$ cat config.mk
export PLATFORM = sky130hd
export DESIGN_NAME = source_lexer_tokenizer_core
export DESIGN_NICKNAME = d
export VERILOG_FILES = /design/src/sv/slt_pkg.sv /design/src/sv/slt_scan.sv /design/src/sv/slt_fifo.sv /design/src/sv/source_lexer_tokenizer_core.sv
export SDC_FILE = /design/constraint.sdc
export NUM_CORES = 1
export LEC_CHECK = 0
export ABC_CLOCK_PERIOD_IN_PS = 15590
export BUFFER_PORTS_ARGS = -buffer_cell sky130_fd_sc_hd__buf_4
export CORE_MARGIN = 5
export CORE_UTILIZATION = 43
export DETAILED_ROUTE_END_ITERATION = 10
export PLACE_DENSITY = 0.66
export REMOVE_ABC_BUFFERS = 1
export SYNTH_ARGS = -nofsm -noshare
export SYNTH_HDL_FRONTEND = slang
export SYNTH_SLANG_ARGS = --single-unit
$ cat constraint.sdc
create_clock -name clk -period 15.59 [get_ports clk]
set_input_delay 3.118 -clock clk [delete_from_list [all_inputs] [get_ports clk]]
set_output_delay 3.118 -clock clk [all_outputs]
set_load 0.01 [all_outputs]
$ cat src/sv/slt_pkg.sv
// Shared types, constants and helpers for the source lexer tokenizer.
// No dependencies; used by every module of the block.
`default_nettype none
package slt_pkg;

  // Source size bound and the derived byte-offset ceiling
  localparam int MAX_SOURCE_BYTES = 65536;
  localparam int OFFSET_CAP_INT   = (MAX_SOURCE_BYTES - 1 < 65535) ?
                                    (MAX_SOURCE_BYTES - 1) : 65535;
  localparam logic [15:0] OFFSET_CAP = 16'(OFFSET_CAP_INT);
  localparam logic [15:0] CNT_MAX    = 16'hFFFF;

  // Result queue sizing
  localparam int FIFO_DEPTH = 4;
  localparam int FIFO_AW    = $clog2(FIFO_DEPTH);
  localparam int FIFO_CW    = $clog2(FIFO_DEPTH + 1);

  // Token kinds
  localparam logic [4:0] KIND_STR = 5'd14;
  localparam logic [4:0] KIND_NUM = 5'd15;
  localparam logic [4:0] KIND_ID  = 5'd16;
  localparam logic [4:0] KIND_ILL = 5'd17;
  localparam logic [4:0] KIND_END = 5'd18;

  // Character codes
  localparam logic [7:0] CH_NUL   = 8'h00;
  localparam logic [7:0] CH_TAB   = 8'h09;
  localparam logic [7:0] CH_LF    = 8'h0A;
  localparam logic [7:0] CH_CR    = 8'h0D;
  localparam logic [7:0] CH_SPACE = 8'h20;
  localparam logic [7:0] CH_QUOTE = 8'h22;
  localparam logic [7:0] CH_0     = 8'h30;
  localparam logic [7:0] CH_9     = 8'h39;
  localparam logic [7:0] CH_UA    = 8'h41;
  localparam logic [7:0] CH_UZ    = 8'h5A;
  localparam logic [7:0] CH_US    = 8'h5F;
  localparam logic [7:0] CH_LA    = 8'h61;
  localparam logic [7:0] CH_LZ    = 8'h7A;

  typedef enum logic [1:0] {
    MODE_IDLE = 2'd0,
    MODE_STR  = 2'd1,
    MODE_NUM  = 2'd2,
    MODE_ID   = 2'd3
  } scan_mode_t;

  // One result word
  typedef struct packed {
    logic [4:0]  kind;
    logic [15:0] start;
    logic [15:0] len;
    logic [15:0] line;
    logic [15:0] col;
    logic        err;
    logic        last;
  } tok_t;

  // Punctuator lookup: kind code, bit 4 set when the byte is no punctuator
  function automatic logic [4:0] punct_code(input logic [7:0] c);
    logic [4:0] r;
    r = 5'h10;
    case (c)
      8'h28:   r = 5'd0;   // (
      8'h29:   r = 5'd1;   // )
      8'h3B:   r = 5'd2;   // ;
      8'h2C:   r = 5'd3;   // ,
      8'h3D:   r = 5'd4;   // =
      8'h21:   r = 5'd5;   // !
      8'h7B:   r = 5'd6;   // {
      8'h7D:   r = 5'd7;   // }
      8'h2B:   r = 5'd8;   // +
      8'h2D:   r = 5'd9;   // -
      8'h2A:   r = 5'd10;  // *
      8'h2F:   r = 5'd11;  // /
      8'h3C:   r = 5'd12;  // <
      8'h3E:   r = 5'd13;  // >
      default: r = 5'h10;  // no punctuator
    endcase
    return r;
  endfunction

endpackage
`default_nettype wire

$ cat src/sv/slt_scan.sv
// Scanner state and per-byte token decision: up to two result words per byte.
// Depends on slt_pkg.
`default_nettype none
module slt_scan (
  input  wire logic        clk,
  input  wire logic        rst,
  input  wire logic        fire,
  input  wire logic [7:0]  cur_byte,
  output slt_pkg::tok_t    res0,
  output slt_pkg::tok_t    res1,
  output logic [1:0]       res_cnt
);

  slt_pkg::scan_mode_t mode, mode_next;
  logic [15:0] byte_offset, byte_offset_next;
  logic [15:0] token_start, token_start_next;
  logic [15:0] token_start_column, token_start_column_next;
  logic [15:0] current_line, current_line_next;
  logic [15:0] current_column, current_column_next;
  logic        error_seen, error_seen_next;

  logic [15:0]   off_inc, col_inc, line_inc, pend_len;
  logic          is_digit, is_word_char, pend_emit, own_emit;
  logic [4:0]    pcode;
  slt_pkg::tok_t pend_tok, own_tok;

  // Saturating increments and classification
  always_comb begin
    off_inc  = (byte_offset >= slt_pkg::OFFSET_CAP) ? slt_pkg::OFFSET_CAP
                                                    : byte_offset + 16'd1;
    col_inc  = (current_column == slt_pkg::CNT_MAX) ? slt_pkg::CNT_MAX
                                                    : current_column + 16'd1;
    line_inc = (current_line == slt_pkg::CNT_MAX) ? slt_pkg::CNT_MAX
                                                  : current_line + 16'd1;
    pend_len = (byte_offset >= token_start) ? byte_offset - token_start : 16'd0;
    is_digit = cur_byte inside {[slt_pkg::CH_0:slt_pkg::CH_9]};
    is_word_char = cur_byte inside {[slt_pkg::CH_LA:slt_pkg::CH_LZ],
                                    [slt_pkg::CH_UA:slt_pkg::CH_UZ], slt_pkg::CH_US};
    pcode    = slt_pkg::punct_code(cur_byte);
  end

  // Pending token built from the open lexeme
  always_comb begin
    pend_tok.kind  = (mode == slt_pkg::MODE_STR) ? slt_pkg::KIND_STR :
                     (mode == slt_pkg::MODE_NUM) ? slt_pkg::KIND_NUM : slt_pkg::KIND_ID;
    pend_tok.start = token_start;
    pend_tok.len   = pend_len;
    pend_tok.line  = current_line;
    pend_tok.col   = token_start_column;
    pend_tok.err   = 1'b0;
    pend_tok.last  = 1'b0;
  end

  // Next state and emitted words
  always_comb begin
    mode_next               = mode;
    byte_offset_next        = byte_offset;
    token_start_next        = token_start;
    token_start_column_next = token_start_column;
    current_line_next       = current_line;
    current_column_next     = current_column;
    error_seen_next         = error_seen;
    pend_emit               = 1'b0;
    own_emit                = 1'b0;
    own_tok.kind            = slt_pkg::KIND_ILL;
    own_tok.start           = byte_offset;
    own_tok.len             = 16'd1;
    own_tok.line            = current_line;
    own_tok.col             = current_column;
    own_tok.err             = 1'b0;
    own_tok.last            = 1'b1;

    if (cur_byte == slt_pkg::CH_NUL) begin
      // end of text: flush, end marker, back to reset values
      pend_emit               = (mode != slt_pkg::MODE_IDLE);
      own_emit                = 1'b1;
      own_tok.kind            = slt_pkg::KIND_END;
      own_tok.len             = 16'd0;
      own_tok.err             = error_seen;
      mode_next               = slt_pkg::MODE_IDLE;
      byte_offset_next        = 16'd0;
      token_start_next        = 16'd0;
      token_start_column_next = 16'd1;
      current_line_next       = 16'd1;
      current_column_next     = 16'd1;
      error_seen_next         = 1'b0;
    end else if (mode == slt_pkg::MODE_STR) begin
      // inside a string only the closing quote matters
      if (cur_byte == slt_pkg::CH_QUOTE) begin
        pend_emit = 1'b1;
        mode_next = slt_pkg::MODE_IDLE;
      end
      byte_offset_next    = off_inc;
      current_column_next = col_inc;
    end else if ((mode == slt_pkg::MODE_NUM && is_digit) ||
                 (mode == slt_pkg::MODE_ID && is_word_char)) begin
      byte_offset_next    = off_inc;
      current_column_next = col_inc;
    end else begin
      // close any open lexeme, then handle this byte on its own
      pend_emit           = (mode != slt_pkg::MODE_IDLE);
      mode_next           = slt_pkg::MODE_IDLE;
      byte_offset_next    = off_inc;
      current_column_next = col_inc;
      if (cur_byte == slt_pkg::CH_LF) begin
        current_line_next   = line_inc;
        current_column_next = 16'd1;
      end else if (cur_byte inside {slt_pkg::CH_SPACE, slt_pkg::CH_TAB,
                                    slt_pkg::CH_CR}) begin
        own_emit = 1'b0;
      end else if (!pcode[4]) begin
        own_emit     = 1'b1;
        own_tok.kind = pcode;
      end else if (cur_byte == slt_pkg::CH_QUOTE) begin
        token_start_next        = off_inc;
        token_start_column_next = current_column;
        mode_next               = slt_pkg::MODE_STR;
      end else if (is_digit || is_word_char) begin
        token_start_next        = byte_offset;
        token_start_column_next = current_column;
        mode_next               = is_digit ? slt_pkg::MODE_NUM : slt_pkg::MODE_ID;
      end else begin
        own_emit        = 1'b1;
        error_seen_next = 1'b1;
      end
    end
  end

  // Pack words: pending token first, the byte's own word after it
  always_comb begin
    res0      = pend_emit ? pend_tok : own_tok;
    res0.last = !(pend_emit && own_emit);
    res1      = own_tok;
    res_cnt   = {1'b0, pend_emit} + {1'b0, own_emit};
  end

  // State registers
  always_ff @(posedge clk) begin
    if (rst) begin
      mode               <= slt_pkg::MODE_IDLE;
      byte_offset        <= 16'd0;
      token_start        <= 16'd0;
      token_start_column <= 16'd1;
      current_line       <= 16'd1;
      current_column     <= 16'd1;
      error_seen         <= 1'b0;
    end else if (fire) begin
      mode               <= mode_next;
      byte_offset        <= byte_offset_next;
      token_start        <= token_start_next;
      token_start_column <= token_start_column_next;
      current_line       <= current_line_next;
      current_column     <= current_column_next;
      error_seen         <= error_seen_next;
    end
  end

endmodule
`default_nettype wire

$ cat src/sv/slt_fifo.sv
// Result queue: takes zero, one or two words and pops at most one per cycle.
// Depends on slt_pkg.
`default_nettype none
module slt_fifo (
  input  wire logic          clk,
  input  wire logic          rst,
  input  wire logic [1:0]    push_cnt,
  input  wire slt_pkg::tok_t push0,
  input  wire slt_pkg::tok_t push1,
  output logic               room2,
  output logic               head_valid,
  output slt_pkg::tok_t      head,
  input  wire logic          pop
);

  slt_pkg::tok_t mem [slt_pkg::FIFO_DEPTH];
  logic [slt_pkg::FIFO_AW-1:0] wr_ptr, rd_ptr;
  logic [slt_pkg::FIFO_CW-1:0] count;

  always_comb begin
    room2      = (count <= slt_pkg::FIFO_CW'(slt_pkg::FIFO_DEPTH - 2));
    head_valid = (count != '0);
    head       = mem[rd_ptr];
  end

  // Storage writes
  always_ff @(posedge clk) begin
    if (push_cnt != 2'd0) mem[wr_ptr] <= push0;
    if (push_cnt == 2'd2) mem[wr_ptr + slt_pkg::FIFO_AW'(1)] <= push1;
  end

  // Pointers and fill count
  always_ff @(posedge clk) begin
    if (rst) begin
      wr_ptr <= '0;
      rd_ptr <= '0;
      count  <= '0;
    end else begin
      wr_ptr <= wr_ptr + slt_pkg::FIFO_AW'(push_cnt);
      rd_ptr <= rd_ptr + slt_pkg::FIFO_AW'(pop);
      count  <= count + slt_pkg::FIFO_CW'(push_cnt) - slt_pkg::FIFO_CW'(pop);
    end
  end

endmodule
`default_nettype wire

$ cat src/sv/source_lexer_tokenizer_core.sv
// Top level of the source lexer tokenizer: input register, scanner, result queue.
// Depends on slt_pkg, slt_scan and slt_fifo.
//
// Usage: source bytes enter on the input channel (in_valid, in_stall,
// char_byte), one byte per word; byte 0 ends the text. Tokens leave on the
// output channel (out_valid, out_stall and the token fields), one token per
// word. last_of_run marks the final token caused by an input byte.
// A taken byte waits in the input register until the queue has room for two
// words; it is then scanned and its tokens are queued behind any earlier ones.
// Throughput: one byte per cycle while the queue has room for two words.
// A byte that yields two tokens (a number or identifier closed by a punctuator
// or an illegal byte, or any lexeme closed by the terminator) leaves as two
// output words; the four-word result queue absorbs this, and the input register
// holds its byte whenever the queue has less than two free words.
// Reset: rst (synchronous) empties the queue and the input register and
// returns position counters to line 1, column 1, offset 0.
// Receiver stall: head held; a waiting byte stalls with under two words free.
`default_nettype none
module source_lexer_tokenizer_core (
  input  wire logic        clk,
  input  wire logic        rst,
  input  wire logic        in_valid,
  output logic             in_stall,
  input  wire logic [7:0]  char_byte,
  output logic             out_valid,
  input  wire logic        out_stall,
  output logic [4:0]       token_kind,
  output logic [15:0]      start_offset,
  output logic [15:0]      lexeme_length,
  output logic [15:0]      line_number,
  output logic [15:0]      column_number,
  output logic             had_error,
  output logic             last_of_run
);

  logic          in_full;
  logic [7:0]    in_byte;
  logic          fire, room2;
  logic [1:0]    res_cnt, push_cnt;
  slt_pkg::tok_t res0, res1, head;

  // Input register: the byte waits here until the queue has room
  always_comb begin
    fire     = in_full && room2;
    in_stall = in_full && !room2;
    push_cnt = fire ? res_cnt : 2'd0;
  end

  always_ff @(posedge clk) begin
    if (rst) begin
      in_full <= 1'b0;
    end else if (in_valid && !in_stall) begin
      in_full <= 1'b1;
    end else if (fire) begin
      in_full <= 1'b0;
    end
  end

  always_ff @(posedge clk) begin
    if (in_valid && !in_stall) in_byte <= char_byte;
  end

  slt_scan u_scan (
    .clk      (clk),
    .rst      (rst),
    .fire     (fire),
    .cur_byte (in_byte),
    .res0     (res0),
    .res1     (res1),
    .res_cnt  (res_cnt)
  );

  slt_fifo u_fifo (
    .clk        (clk),
    .rst        (rst),
    .push_cnt   (push_cnt),
    .push0      (res0),
    .push1      (res1),
    .room2      (room2),
    .head_valid (out_valid),
    .head       (head),
    .pop        (out_valid && !out_stall)
  );

  // Output fields
  always_comb begin
    token_kind    = head.kind;
    start_offset  = head.start;
    lexeme_length = head.len;
    line_number   = head.line;
    column_number = head.col;
    had_error     = head.err;
    last_of_run   = head.last;
  end

endmodule
`default_nettype wire

# --- Yosys cells after proc, flatten, opt, wreduce, memory -nomap -nowiden ---
# Memory sizes are Yosys's and may differ from the RTL's. A register that Yosys moved wholly into a read port is not among the register bits.
# Cells that the tools add are included.
totals:
  output_inout_bits: 73
  mem_bits_ro: 0
  mem_count: 1
  word_cells: 175
  input_bits: 12
  latch_bits: 0
  regBits: 99
  ram_bits: 284
op_classes:
  magnitude_cmp: 9
  muxes: 79
  bitwise: 0
  reduce_logical: 30
  div_mod_pow: 0
  n_eq_ne: 34
  n_shift: 0
  addsub: 10
  mul: 0
memory_table:
  columns: ["memory", "words", "word_bits", "read_ports", "rd_ports_with_merged_regs", "write_ports", "line_no", "source"]
  rows:
  - ["u_fifo.mem", 4, 71, 1, 1, 2, "slt_fifo.sv:16", "slt_pkg::tok_t mem [slt_pkg::FIFO_DEPTH];"]
op_table:
  columns: ["cell", "count"]
  rows:
  - ["2-to-1 mux 16 bit", 29]
  - ["== test 8 x 6 -> 1 bit, second input constant", 14]
  - ["2-to-1 mux 71 bit", 1]
  - ["one-hot mux 5 bit (14 select lines)", 1]
  - ["adder 16 x 1 -> 16 bit, second input constant", 3]
  - ["2-to-1 mux 5 bit", 8]
  - ["== test 16 bit, second input constant", 2]
  - ["2-to-1 mux 1 bit", 29]
  - ["== test 8 x 4 -> 1 bit, second input constant", 3]
  - ["== test 8 x 7 -> 1 bit, second input constant", 3]
  - ["2-to-1 mux 2 bit", 11]
  - ["greater-or-equal comparator 16 bit", 1]
  - ["greater-or-equal comparator 16 bit, second input constant", 1]
  - ["greater-or-equal comparator 8 x 7 -> 1 bit, second input constant", 2]
  - ["<= comparator 8 x 7 -> 1 bit, second input constant", 2]
  - ["subtractor 16 bit", 1]
  - ["nonzero test 3 bit", 4]
  - ["logical AND 1 bit", 10]
  - ["inequality test 2 x 1 -> 1 bit, second input constant", 5]
  - ["nonzero test 2 bit", 5]
  - ["greater-or-equal comparator 8 x 6 -> 1 bit, second input constant", 1]
  - ["<= comparator 8 x 6 -> 1 bit, second input constant", 1]
  - ["logical NOT 8 bit", 1]
  - ["AND reduction 8 bit", 1]
  - ["other kinds (17)", 23]

# --- Depth between registers and ports, before layout ---
# Gate-level depths: netlist of the first run.
logic_depth:
  word_depth: 17
  mapped_depth: 17
  ltp_nobuf: 14

# --- By module ---
# A second synthesis of the first run with hierarchy kept.
unflattened:
  hier_cells: 1567
  hier_area_um2: 21025.2
modules_own_cells:
  columns: ["mod", "seq_area_each_um2", "cells_each", "area_each_um2", "instances"]
  rows:
  - ["slt_fifo", 8668.3, 729, 14327.5, 1]
  - ["slt_scan", 1661.6, 822, 6382.4, 1]
  - ["source_lexer_tokenizer_core", 260.2, 16, 315.3, 1]

# --- Worst setup path before layout of the first run ---
# Ideal clock, no wire load.
synth_path:
  path_kind: "reg2reg"
  from: "register in_byte[3]"
  to: "memory u_fifo.mem[0][10] (netlist bit) (enable)"
  path_stages_with_launch: 15
  t_arrival_ps: 5038
  required_ps: 15152
  path_buffers: 3
  setup_slack_ps: 10114
  period_less_slack_ps: 5476
  setup_ps: 438
  cell_sequence: "edfxtp_1 -> or4_1 -> a21o_1 -> a211oi_2 -> nor2_1 -> buf_4 -> inv_1 -> ha_1 -> nand2b_1 -> or3_1 -> clkbuf_1 -> nor2_1 -> nor2_1 -> inv_1 -> clkbuf_1"
synth_rtl:
  columns: ["item", "line_no", "source"]
  rows:
  - ["from (decl)", "source_lexer_tokenizer_core.sv:37", "logic [7:0] in_byte;"]
  - ["from (signal assigned)", "source_lexer_tokenizer_core.sv:60", "if (in_valid && !in_stall) in_byte <= char_byte;"]
  - ["to (decl)", "slt_fifo.sv:16", null]

==> results by group, run 1 <==
CTS
  – CTS Buffer Depth: 3
  – H-Tree Depth: 2
  – Cts repair resizes: 0
  – TritonCTS clock tree: done
  – Total CTS buffers: 41
  – Clock Latency Late Sink: 0.56 ns
  – CTS clock-pin slew for the worst setup and hold paths: ~0.06 ns
  – Hold-fix buffers, CTS: 0
  – Clock Tree Root: clkbuf_16
  – Clock Sink Count: approximately 380
  – Setup bufs post-CTS: 0

Synth
  – Post-synth EDFFs: around 230
  – Ys Warns: 0
  – Synth area leaders: edfxtp_1 (36%), dfxtp_1 (16%), mux4_2 (8.5%)
  – Ys flop type: edfxtp_1
  – Post-synthesis cell count: 1614
  – Most frequent cell after synthesis: edfxtp_1
  – Cell taking the most area after synthesis: edfxtp_1
  – Asr flop ratio synth: 0%
  – Synth Register Bits: 383
  – Synth cell count leaders: edfxtp_1 (228), a22o_1 (170), dfxtp_1 (155)
  – Share of the synthesized area in the top cell type: between 30% and 40%
  – Seq/Total Area, Yosys: 52.6%
  – Cell Area, Synth: 18900 um^2
  – Synth unique cells: 79
  – Synth Area per Inst: between 10 and 15 um^2

Route
  – Wirelength per Cell: 23.2 um
  – Via count: 14100
  – Final wirelength: 52.1 mm
  – DRT Pass-1 Iters: 5
  – Vias per std cell: 6.26
  – Drc violations: 0
  – DRT iter0 DRCs: roughly 1300
  – Routed Antenna Nets: 0

Timing
  – Min Tclk post-route: about 6.3 ns
  – Setup TNS: 0 ns
  – Max frequency: 159 MHz
  – Endpoints failing setup: 0
  – Worst clock skew: 0.0169 ns
  – Fin Hold WS: 0.457 ns
  – RSZ-0062 raised after global routing: false
  – Final Max Tran Viols: 0
  – Crit share post-route: 40.3%
  – Worst slew pin tran: between 1 and 1.5 ns
  – Slew margin rel.: 23.5%
  – Fin. Hold Viols: 0

Final layout
  – Filler cells: 3799
  – Final Net Count: ~1700
  – Storage cell area: 9960 um^2
  – Area of the multi-input gates: a little over 8000 um^2
  – Final Cell Area: roughly 21000 um^2
  – Area Growth Syn to Fin: 12.5%
  – Ant diodes: 0
  – Layout cells sized above 1: between 10% and 20%

Critical path
  – CP endpoint kind: register
  – Crit-path max FO: 40
  – Reg2reg path depth: 12
  – Arrival time worst endpoint: 6.47 ns
  – Startpoint types: register
  – R2R Setup Slk: 9.31 ns
  – Worst EP required: between 15 and 20 ns
  – WS Path Type: reg -> reg

Placed design
  – IO Port Bufs: 84
  – Placed Area: between 15000 and 20000 um^2
  – RD Place Congestion: 0.876
  – Detailed Place HPWL: around 32 mm

Floorplanning
  – Core area: between 40000 and 50000 um^2
  – Initial Util: 43.7%
  – Die Wd: roughly 220 um
  – Die area: 48300 um^2
  – Core Rows: 76
  – Die Height: 220 um
  – I/O pins: 85

GRT
  – Global-route wire length before repair: 81.8 mm
  – Vias in the first global route: approximately 14000
  – Initial antenna violation count: 0
  – GR Util met1: 29.9%
  – GR Util met2: 34.4%
  – Total grt overflow: 0
  – GRT Util Overall: 21.4%
  – Largest net degree at the start of global routing: 51
  – Busiest grt layer: met2
  – Met3 usage: 3.34%

Pwr
  – Pwr per Cell Area: 124 nW/um^2
  – Pleak: 0.00726 uW
  – Overall power: 2630 uW
  – Peak supply drop: 67.8 uV

Outcome
  – Status: finished, final reports clean

Min path
  – Hold Crit Depth: 2
  – Min-delay worst type: reg -> reg

Job
  – Max_cap viols: 0
-- through the flow --
step,util [%],cells,setup slack [ns]
floorplan,-,1481,9.02
global placement,46.1,2173,9.44
detailed placement,46.1,2173,9.27
CTS,49.2,2248,9.27
global route,49.2,2248,8.85
finish,49.2,2248,9.31
-- layout make-up --
type	count	share of cell area, %
clock buffer	62	5.53
clock inverter	13	0.676
inverter	48	0.847
multi-input combinational	1050	39.0
sequential	383	46.8
tap	585	3.44
timing repair buffer	107	3.77
-- sequential cells by signal (all words and copies together), names as in the netlist --
signal / cells
u_scan.error_seen: 1
in_full: 1
in_byte: 8
u_fifo.mem: 284
u_scan.current_line: 16
u_scan.byte_offset: 16
u_scan.token_start_column: 16
u_scan.current_column: 16
u_scan.token_start: 16
u_fifo.rd_ptr: 2
u_scan.mode: 2
u_fifo.count: 3
u_fifo.wr_ptr: 2
-- power breakdown --
| part | internal (uW) | switching (uW) |
|---|---|---|
| clock network | 558 | 404 |
| registers | 1120 | 52.6 |
| logic | 229 | 270 |
-- cells by family (layout without fill, tap and decap cells) --
kind of cell | count (synthesis) | after routing | share of synthesized area, %
adders and majority gates | 32 | 32 | 2.20
and+or+nand+nor | 437 | 437 | 12.1
muxes | 91 | 91 | 9.52
buffers and inverters | 181 | 230 | 3.86
AOI/OAI and AO/OA | 475 | 475 | 19.0
DFF | 383 | 383 | 52.6
xor gates and xnor gates | 15 | 15 | 0.694
-- layer usage --
| layer | vias up | wire length, um |
|---|---|---|
| met5 | - | 0 |
| met3 | 104 | 4010 |
| met2 | 659 | 24400 |
| met4 | 0 | 1300 |
| met1 | 6978 | 22300 |
| li1 | 6331 | - |
-- final timing paths --
| path | from | to |
|---|---|---|
| max | in_byte[3] | u_fifo.mem[1][4] |
| min | u_fifo.mem[0][48] | u_fifo.mem[0][48] |
| max reg2reg | in_byte[3] | u_fifo.mem[1][4] |
| min reg2reg | u_fifo.mem[0][48] | u_fifo.mem[0][48] |
-- cells in the final DEF, fill, tap and decap left out, drive strengths merged, types with 13 or more instances in the layout --
cell and count:
nand3 42, a211oi 24, dfxtp 155, mux2i 19
buf 107, ha 30, nor3 27, and3 46
a32o 16, inv 49, or3 13, mux4 71
nor2 76, a21oi 71, edfxtp 228, o21ai 68
and2 35, nand2 108, nand4 15, nor2b 21
a22o 170, clkbuf 62, a21o 16
-- critical path, cell delays in order (launching register included) --
cell      delay [ns]
edfxtp_1        0.62
or4_1           0.57
a21o_1          0.27
a211oi_2        0.66
nor2_1          0.08
buf_4           0.24
inv_1           0.16
ha_1            0.30
nand2b_1        0.17
a21oi_1         0.85
nand2b_1        0.68
inv_2           0.63
buf_4           0.64
(Power assumes the default switching activity.)
==> run 2, diff against run 1 <==
--- a/config.mk
+++ b/config.mk
@@ -5,12 +5,12 @@
 export SDC_FILE = /design/constraint.sdc
 export NUM_CORES = 1
 export LEC_CHECK = 0
-export ABC_CLOCK_PERIOD_IN_PS = 15590
+export ABC_CLOCK_PERIOD_IN_PS = 5400
 export BUFFER_PORTS_ARGS = -buffer_cell sky130_fd_sc_hd__buf_4
 export CORE_MARGIN = 5
 export CORE_UTILIZATION = 43
 export DETAILED_ROUTE_END_ITERATION = 10
-export PLACE_DENSITY = 0.66
+export PLACE_DENSITY = 0.68
 export REMOVE_ABC_BUFFERS = 1
 export SYNTH_ARGS = -nofsm -noshare
 export SYNTH_HDL_FRONTEND = slang
==> constraint.sdc (replaced) <==
create_clock -name clk -period 5.4 [get_ports clk]
set_input_delay 1.08 -clock clk [delete_from_list [all_inputs] [get_ports clk]]
set_output_delay 1.08 -clock clk [all_outputs]
set_load 0.01 [all_outputs]
==> results by group, run 2 (synthesis results as in run 1) <==
Critical path
  – Cells along the critical path: or4_1, a21o_1, a21o_1, or2_2, o21ai_0, ha_1, nand2b_1, or3_1, nor2_1, nor2_1, buf_4, inv_2, buf_4 (was or4_1, a21o_1, a211oi_2, nor2_1, buf_4, inv_1, ha_1, nand2b_1, a21oi_1, nand2b_1, inv_2, buf_4)
  – Worst EP required: 5.63 ns (was 15.77 ns)
  – Startpoint types: register (unchanged)
  – Crit-path max FO: 30 (was 40)
  – Arrival time worst endpoint: 5.12 ns (was 6.47 ns)
  – Buf/Inv on CP: 3 (was 4)
  – Worst path max stage delay: 0.57 ns (was 0.85 ns)
  – WS Path Type: reg -> reg (unchanged)
  – Delay-heaviest family, CP: simple AND/OR/NAND/NOR gates (was compound AO/OA/AOI/OAI gates)
  – CP endpoint kind: register (unchanged)
  – Slowest stage cell, crit path: or4_1 (was a21oi_1)

Pwr
  – NetSw: 2110 uW (was 727 uW)
  – Clk pwr share: 38.1% (was 36.6%)
  – Pleak: 0.00742 uW (was 0.00726 uW)
  – Pwr per Cell Area: 362 nW/um^2 (was 124 nW/um^2)
  – Sequential power share: 43.8% (was 44.4%)
  – Peak supply drop: 215 uV (was 67.8 uV)
  – Comb power frac: 18.1% (was 19.0%)
  – Power Internal: 5690 uW (was 1900 uW)
  – Switching Share: 27.1% (was 27.6%)

GRT
  – Total grt overflow: 0 (unchanged)
  – Vias in the first global route: 13800 (was 14100)
  – Global-route wire length before repair: 79.5 mm (was 81.8 mm)
  – Largest net degree at the start of global routing: 57 (was 51)
  – GRT Util Overall: 20.8% (was 21.4%)
  – Initial antenna violation count: 0 (unchanged)

Placed design
  – Placed Area: 20100 um^2 (was 20000 um^2)
  – RD Place Congestion: 0.907 (was 0.876)
  – Detailed Place HPWL: 32.2 mm (was 32.3 mm)
  – IO Port Bufs: 84 (unchanged)

Job
  – Max_cap viols: 0 (unchanged)

Final layout
  – Most frequent cells in the layout: edfxtp_1 (228), a22o_1 (170), dfxtp_1 (153), buf_4 (114), nand2_1 (108) (was edfxtp_1 (228), a22o_1 (170), dfxtp_1 (153), nand2_1 (108), buf_4 (107))
  – Storage cell area: 9960 um^2 (unchanged)
  – Filler cells: 3760 (was 3799)
  – Area of the multi-input gates: 8290 um^2 (about the same)
  – Max reg flops: 284 (unchanged)
  – Final Cell Area: 21600 um^2 (was 21300 um^2)
  – Area Growth Syn to Fin: 14.1% (was 12.5%)
  – Ant diodes: 0 (unchanged)
  – Layout cells sized above 1: 17.9% (was 16.6%)
  – Biggest register: u_fifo.mem (unchanged)
  – Final Net Count: 1689 (was 1675)
  – Most common cell after layout, fill and taps aside: edfxtp_1 (unchanged)

CTS
  – CTS clock-pin slew for the worst setup and hold paths: 0.06 ns (about the same)
  – Hold-fix buffers, CTS: 0 (unchanged)
  – TritonCTS clock tree: done (unchanged)
  – CTS Buffer Depth: 3 (unchanged)
  – Clock Sink Count: 383 (unchanged)
  – Total CTS buffers: 42 (was 41)
  – Cts repair resizes: 0 (unchanged)
  – H-Tree Depth: 2 (unchanged)
  – Clock Tree Root: clkbuf_16 (unchanged)
  – Setup bufs post-CTS: 0 (unchanged)
  – Clock Latency Late Sink: 0.58 ns (was 0.56 ns)

Route
  – Routed Antenna Nets: 0 (unchanged)
  – Final wirelength: 51.2 mm (was 52.1 mm)
  – Drc violations: 0 (unchanged)
  – Vias per std cell: 6.21 (was 6.26)
  – DRT Pass-1 Iters: 6 (was 5)
  – DRT iter0 DRCs: 1652 (was 1306)
  – Wirelength per Cell: 22.6 um (was 23.2 um)
  – Via count: 14100 (about the same)

Timing
  – Setup TNS: 0 ns (unchanged)
  – Slew margin rel.: 25.5% (was 23.5%)
  – Endpoints failing setup: 0 (unchanged)
  – Worst slew pin tran: 1.12 ns (was 1.14 ns)
  – Worst clock skew: 0.0230 ns (was 0.0169 ns)
  – Max frequency: 204 MHz (was 159 MHz)
  – Fin. Hold Viols: 0 (unchanged)
  – Crit share post-route: 90.6% (was 40.3%)
  – RSZ-0062 raised after global routing: false (unchanged)
  – Final Max Tran Viols: 0 (unchanged)
  – Min Tclk post-route: 4.89 ns (was 6.28 ns)

Outcome
  – Status: finished, final reports clean (unchanged)

Floorplanning
  – Initial Util: 43.7% (unchanged)
  – I/O pins: 85 (unchanged)
  – Core Rows: 76 (unchanged)
  – Die Height: 220 um (unchanged)
  – Die Wd: 220 um (unchanged)
  – Core area: 43300 um^2 (unchanged)
  – Die area: 48300 um^2 (unchanged)

Min path
  – Min-delay worst type: reg -> reg (unchanged)
run 2: changes by cell type in the layout (fill, tap and decap cells not counted), moves of 2 or more:
cell / change
clkbuf_16: +3
clkbuf_8: +3
inv_6: +2
buf_12: +6
clkbuf_1: -7
clkinv_2: +4
buf_4: +7
clkinv_1: -3
run 2: path summary, 6_finish.rpt:
check,startpoint,to,slack (ns),depth (start not counted)
worst min-delay path,u_fifo.mem[1][47],u_fifo.mem[1][47],0.45,2
worst max-delay path,in_byte[4],u_fifo.mem[0][18],0.51,13
worst max register to register,in_byte[4],u_fifo.mem[0][18],0.51,13
worst min register to register,u_fifo.mem[1][47],u_fifo.mem[1][47],0.45,2
run 2: cell type report:
class | instances | share of cell area [%]
Clock inverter | 16 | 0.858
Inverter | 48 | 0.835
Timing Repair Buffer | 120 | 4.52
Tap cell | 585 | 3.39
Sequential cell | 383 | 46.1
Multi-Input combinational cell | 1050 | 38.4
Clock buffer | 61 | 5.88
run 2: through the flow:
step | util, % | instances | setup slack [ns] | total power (uW) | hold WS, ns
CTS | 49.9 | 2263 | 0.531 | 7890 | 0.452
floorplan | - | 1481 | -0.219 | 4260 | 0.420
global placement | 46.5 | 2186 | 0.680 | 4900 | 0.428
finish | 49.9 | 2263 | 0.510 | 7810 | 0.447
detailed placement | 46.5 | 2186 | 0.556 | 4920 | 0.438
global route | 49.9 | 2263 | 0.254 | 8120 | 0.478
run 2: worst min-delay path, delay by kind of cell, from the launching register on:
| family | cells | cell delay, ns |
|---|---|---|
| flops | 1 | 0.32 |
| compound gates | 1 | 0.05 |
| simple gates | 1 | 0.04 |
run 2: power groups by stage:
stage / clock network (uW) / logic [uW] / registers (uW)
4_1_cts: 3020 / 1440 / 3430
5_1_grt: 3150 / 1510 / 3450
2_1_floorplan: 0 / 809 / 3450
3_3_place_gp: 0 / 1420 / 3480
3_5_place_dp: 0 / 1430 / 3490
6_report: 2970 / 1410 / 3420
run 2: layer usage:
| metal | up-vias | track usage [%] | share of wire (%) |
|---|---|---|---|
| li1 | 6383 | - | - |
| met3 | 82 | 4.77 | 8.8 |
| met2 | 602 | 33.5 | 47 |
| met1 | 6994 | 28.7 | 42 |
| met4 | 0 | 5.51 | 2.0 |
| met5 | - | 0 | 0 |
==> run 3, diff against run 2 <==
--- a/config.mk
+++ b/config.mk
@@ -10,7 +10,7 @@
 export CORE_MARGIN = 5
 export CORE_UTILIZATION = 43
 export DETAILED_ROUTE_END_ITERATION = 10
-export PLACE_DENSITY = 0.68
+export PLACE_DENSITY = 0.66
 export REMOVE_ABC_BUFFERS = 1
 export SYNTH_ARGS = -nofsm -noshare
 export SYNTH_HDL_FRONTEND = slang
==> results by group, run 3 (synthesis results as in run 1) <==
Outcome
  – Status: finished, final reports clean (unchanged)

CTS
  – CTS clock-pin slew for the worst setup and hold paths: 0.06 ns (about the same)
  – Setup bufs post-CTS: 0 (unchanged)
  – Total CTS buffers: 43 (was 42)
  – H-Tree Depth: 2 (unchanged)
  – Hold-fix buffers, CTS: 0 (unchanged)
  – Clock Sink Count: 383 (unchanged)
  – Clock Tree Root: clkbuf_16 (unchanged)
  – TritonCTS clock tree: done (unchanged)
  – Clock Latency Late Sink: 0.56 ns (was 0.58 ns)
  – CTS Buffer Depth: 3 (unchanged)
  – Cts repair resizes: 0 (unchanged)

Critical path
  – Cells along the critical path: or4_1, a21o_1, a21o_1, or2_2, o21ai_0, ha_1, nand2b_1, or3_1, or2_2, o21ai_2, buf_4, a22o_1 (was or4_1, a21o_1, a21o_1, or2_2, o21ai_0, ha_1, nand2b_1, or3_1, nor2_1, nor2_1, buf_4, inv_2, buf_4)
  – Crit-path max FO: 18 (was 30)
  – CP endpoint kind: register (unchanged)
  – Arrival time worst endpoint: 5.17 ns (was 5.12 ns)
  – Startpoint types: register (unchanged)
  – Worst EP required: 5.82 ns (was 5.63 ns)
  – WS Path Type: reg -> reg (unchanged)
  – Worst path max stage delay: 0.63 ns (was 0.57 ns)
  – Buf/Inv on CP: 1 (was 3)
  – Slowest stage cell, crit path: edfxtp_1 (was or4_1)
  – Delay-heaviest family, CP: simple AND/OR/NAND/NOR gates (unchanged)

Floorplanning
  – Core Rows: 76 (unchanged)
  – Initial Util: 43.7% (unchanged)
  – Core area: 43300 um^2 (unchanged)
  – I/O pins: 85 (unchanged)
  – Die area: 48300 um^2 (unchanged)
  – Die Height: 220 um (unchanged)
  – Die Wd: 220 um (unchanged)

Timing
  – Setup TNS: 0 ns (unchanged)
  – Final Max Tran Viols: 0 (unchanged)
  – Endpoints failing setup: 0 (unchanged)
  – Min Tclk post-route: 4.76 ns (was 4.89 ns)
  – Fin. Hold Viols: 0 (unchanged)
  – Worst slew pin tran: 1.12 ns (about the same)
  – Fin Hold WS: 0.455 ns (was 0.447 ns)
  – Worst clock skew: 0.0131 ns (was 0.0230 ns)
  – Slew margin rel.: 24.7% (was 25.5%)
  – Max frequency: 210 MHz (was 204 MHz)
  – RSZ-0062 raised after global routing: false (unchanged)
  – Crit share post-route: 88.1% (was 90.6%)

Pwr
  – Sequential power share: 44.4% (was 43.8%)
  – Switching Share: 27.5% (was 27.1%)
  – Pwr per Cell Area: 358 nW/um^2 (was 362 nW/um^2)
  – Power Internal: 5580 uW (was 5690 uW)
  – Comb power frac: 18.6% (was 18.1%)
  – Pleak: 0.00737 uW (was 0.00742 uW)
  – Clk pwr share: 36.9% (was 38.1%)
  – NetSw: 2120 uW (was 2110 uW)
  – Peak supply drop: 206 uV (was 215 uV)

GRT
  – Total grt overflow: 0 (unchanged)
  – GRT Util Overall: 21.7% (was 20.8%)
  – Vias in the first global route: 13900 (was 13800)
  – Largest net degree at the start of global routing: 53 (was 57)
  – Initial antenna violation count: 0 (unchanged)
  – Global-route wire length before repair: 82.2 mm (was 79.5 mm)

Final layout
  – Most common cell after layout, fill and taps aside: edfxtp_1 (unchanged)
  – Filler cells: 3828 (was 3760)
  – Ant diodes: 0 (unchanged)
  – Storage cell area: 9960 um^2 (unchanged)
  – Area of the multi-input gates: 8290 um^2 (about the same)
  – Biggest register: u_fifo.mem (unchanged)
  – Max reg flops: 284 (unchanged)
  – Final Net Count: 1690 (was 1689)
  – Most frequent cells in the layout: edfxtp_1 (228), a22o_1 (170), dfxtp_1 (153), buf_4 (116), nand2_1 (108) (was edfxtp_1 (228), a22o_1 (170), dfxtp_1 (153), buf_4 (114), nand2_1 (108))
  – Area Growth Syn to Fin: 13.5% (was 14.1%)
  – Layout cells sized above 1: 17.5% (was 17.9%)

Job
  – Max_cap viols: 0 (unchanged)

Placed design
  – RD Place Congestion: 0.900 (was 0.907)
  – Detailed Place HPWL: 32.7 mm (was 32.2 mm)
  – IO Port Bufs: 84 (unchanged)

Route
  – Vias per std cell: 6.22 (was 6.21)
  – Final wirelength: 52.8 mm (was 51.2 mm)
  – DRT Pass-1 Iters: 5 (was 6)
  – Via count: 14100 (about the same)
  – Wirelength per Cell: 23.3 um (was 22.6 um)
  – DRT iter0 DRCs: 1636 (was 1652)
  – Drc violations: 0 (unchanged)
  – Routed Antenna Nets: 0 (unchanged)

Min path
  – Min-delay worst type: reg -> reg (unchanged)
## run 3: path summary, 6_finish.rpt
path | startpoint | endpoint | slack (ns) | cells past startpoint
worst max register to register | in_byte[3] | u_fifo.mem[0][52] | 0.64 | 12
worst min-delay path | u_fifo.mem[0][49] | u_fifo.mem[0][49] | 0.46 | 2
worst min register to register | u_fifo.mem[0][49] | u_fifo.mem[0][49] | 0.46 | 2
worst max-delay path | in_byte[3] | u_fifo.mem[0][52] | 0.64 | 12
## run 3: routing by layer
metal  vias up  global-route usage [%]  share of wire, %
li1       6354                       -                 -
met1      7073                    30.7                43
met2       581                    34.4                47
met3        83                    4.09               8.0
met4         0                    6.07               2.3
met5         -                       0                 0
## run 3: worst min-delay path, stage by stage (launching register included)
cell,delay (ns)
dfxtp_1,0.32
nand2_1,0.04
o21ai_0,0.06
## run 3: through the flow
stage                     util, %  setup WS [ns]  total power (uW)  cell area, um^2  instances
after detailed placement     46.5          0.748              4930            20100       2186
after global placement       46.5          0.846              4910            20100       2186
after CTS                    49.6          0.709              7760            21500       2264
after global routing         49.6          0.455              8000            21500       2264
after floorplan                 -         -0.219              4260            18400       1481
final                        49.6          0.643              7700            21500       2264
## run 3: layout make-up
class,count,share of cell area (%)
sequential,383,46.4
multi-input combinational,1050,38.6
clock buffer,64,5.91
timing repair buffer,120,4.43
tap,585,3.41
inverter,48,0.839
clock inverter,14,0.460
## run 3: power by group through the flow
stage | Sequential, uW | Combinational (uW) | Clock (uW)
3_3_place_gp | 3480 | 1430 | 0
2_1_floorplan | 3450 | 809 | 0
5_1_grt | 3450 | 1540 | 3020
6_report | 3420 | 1430 | 2840
3_5_place_dp | 3490 | 1450 | 0
4_1_cts | 3430 | 1450 | 2880
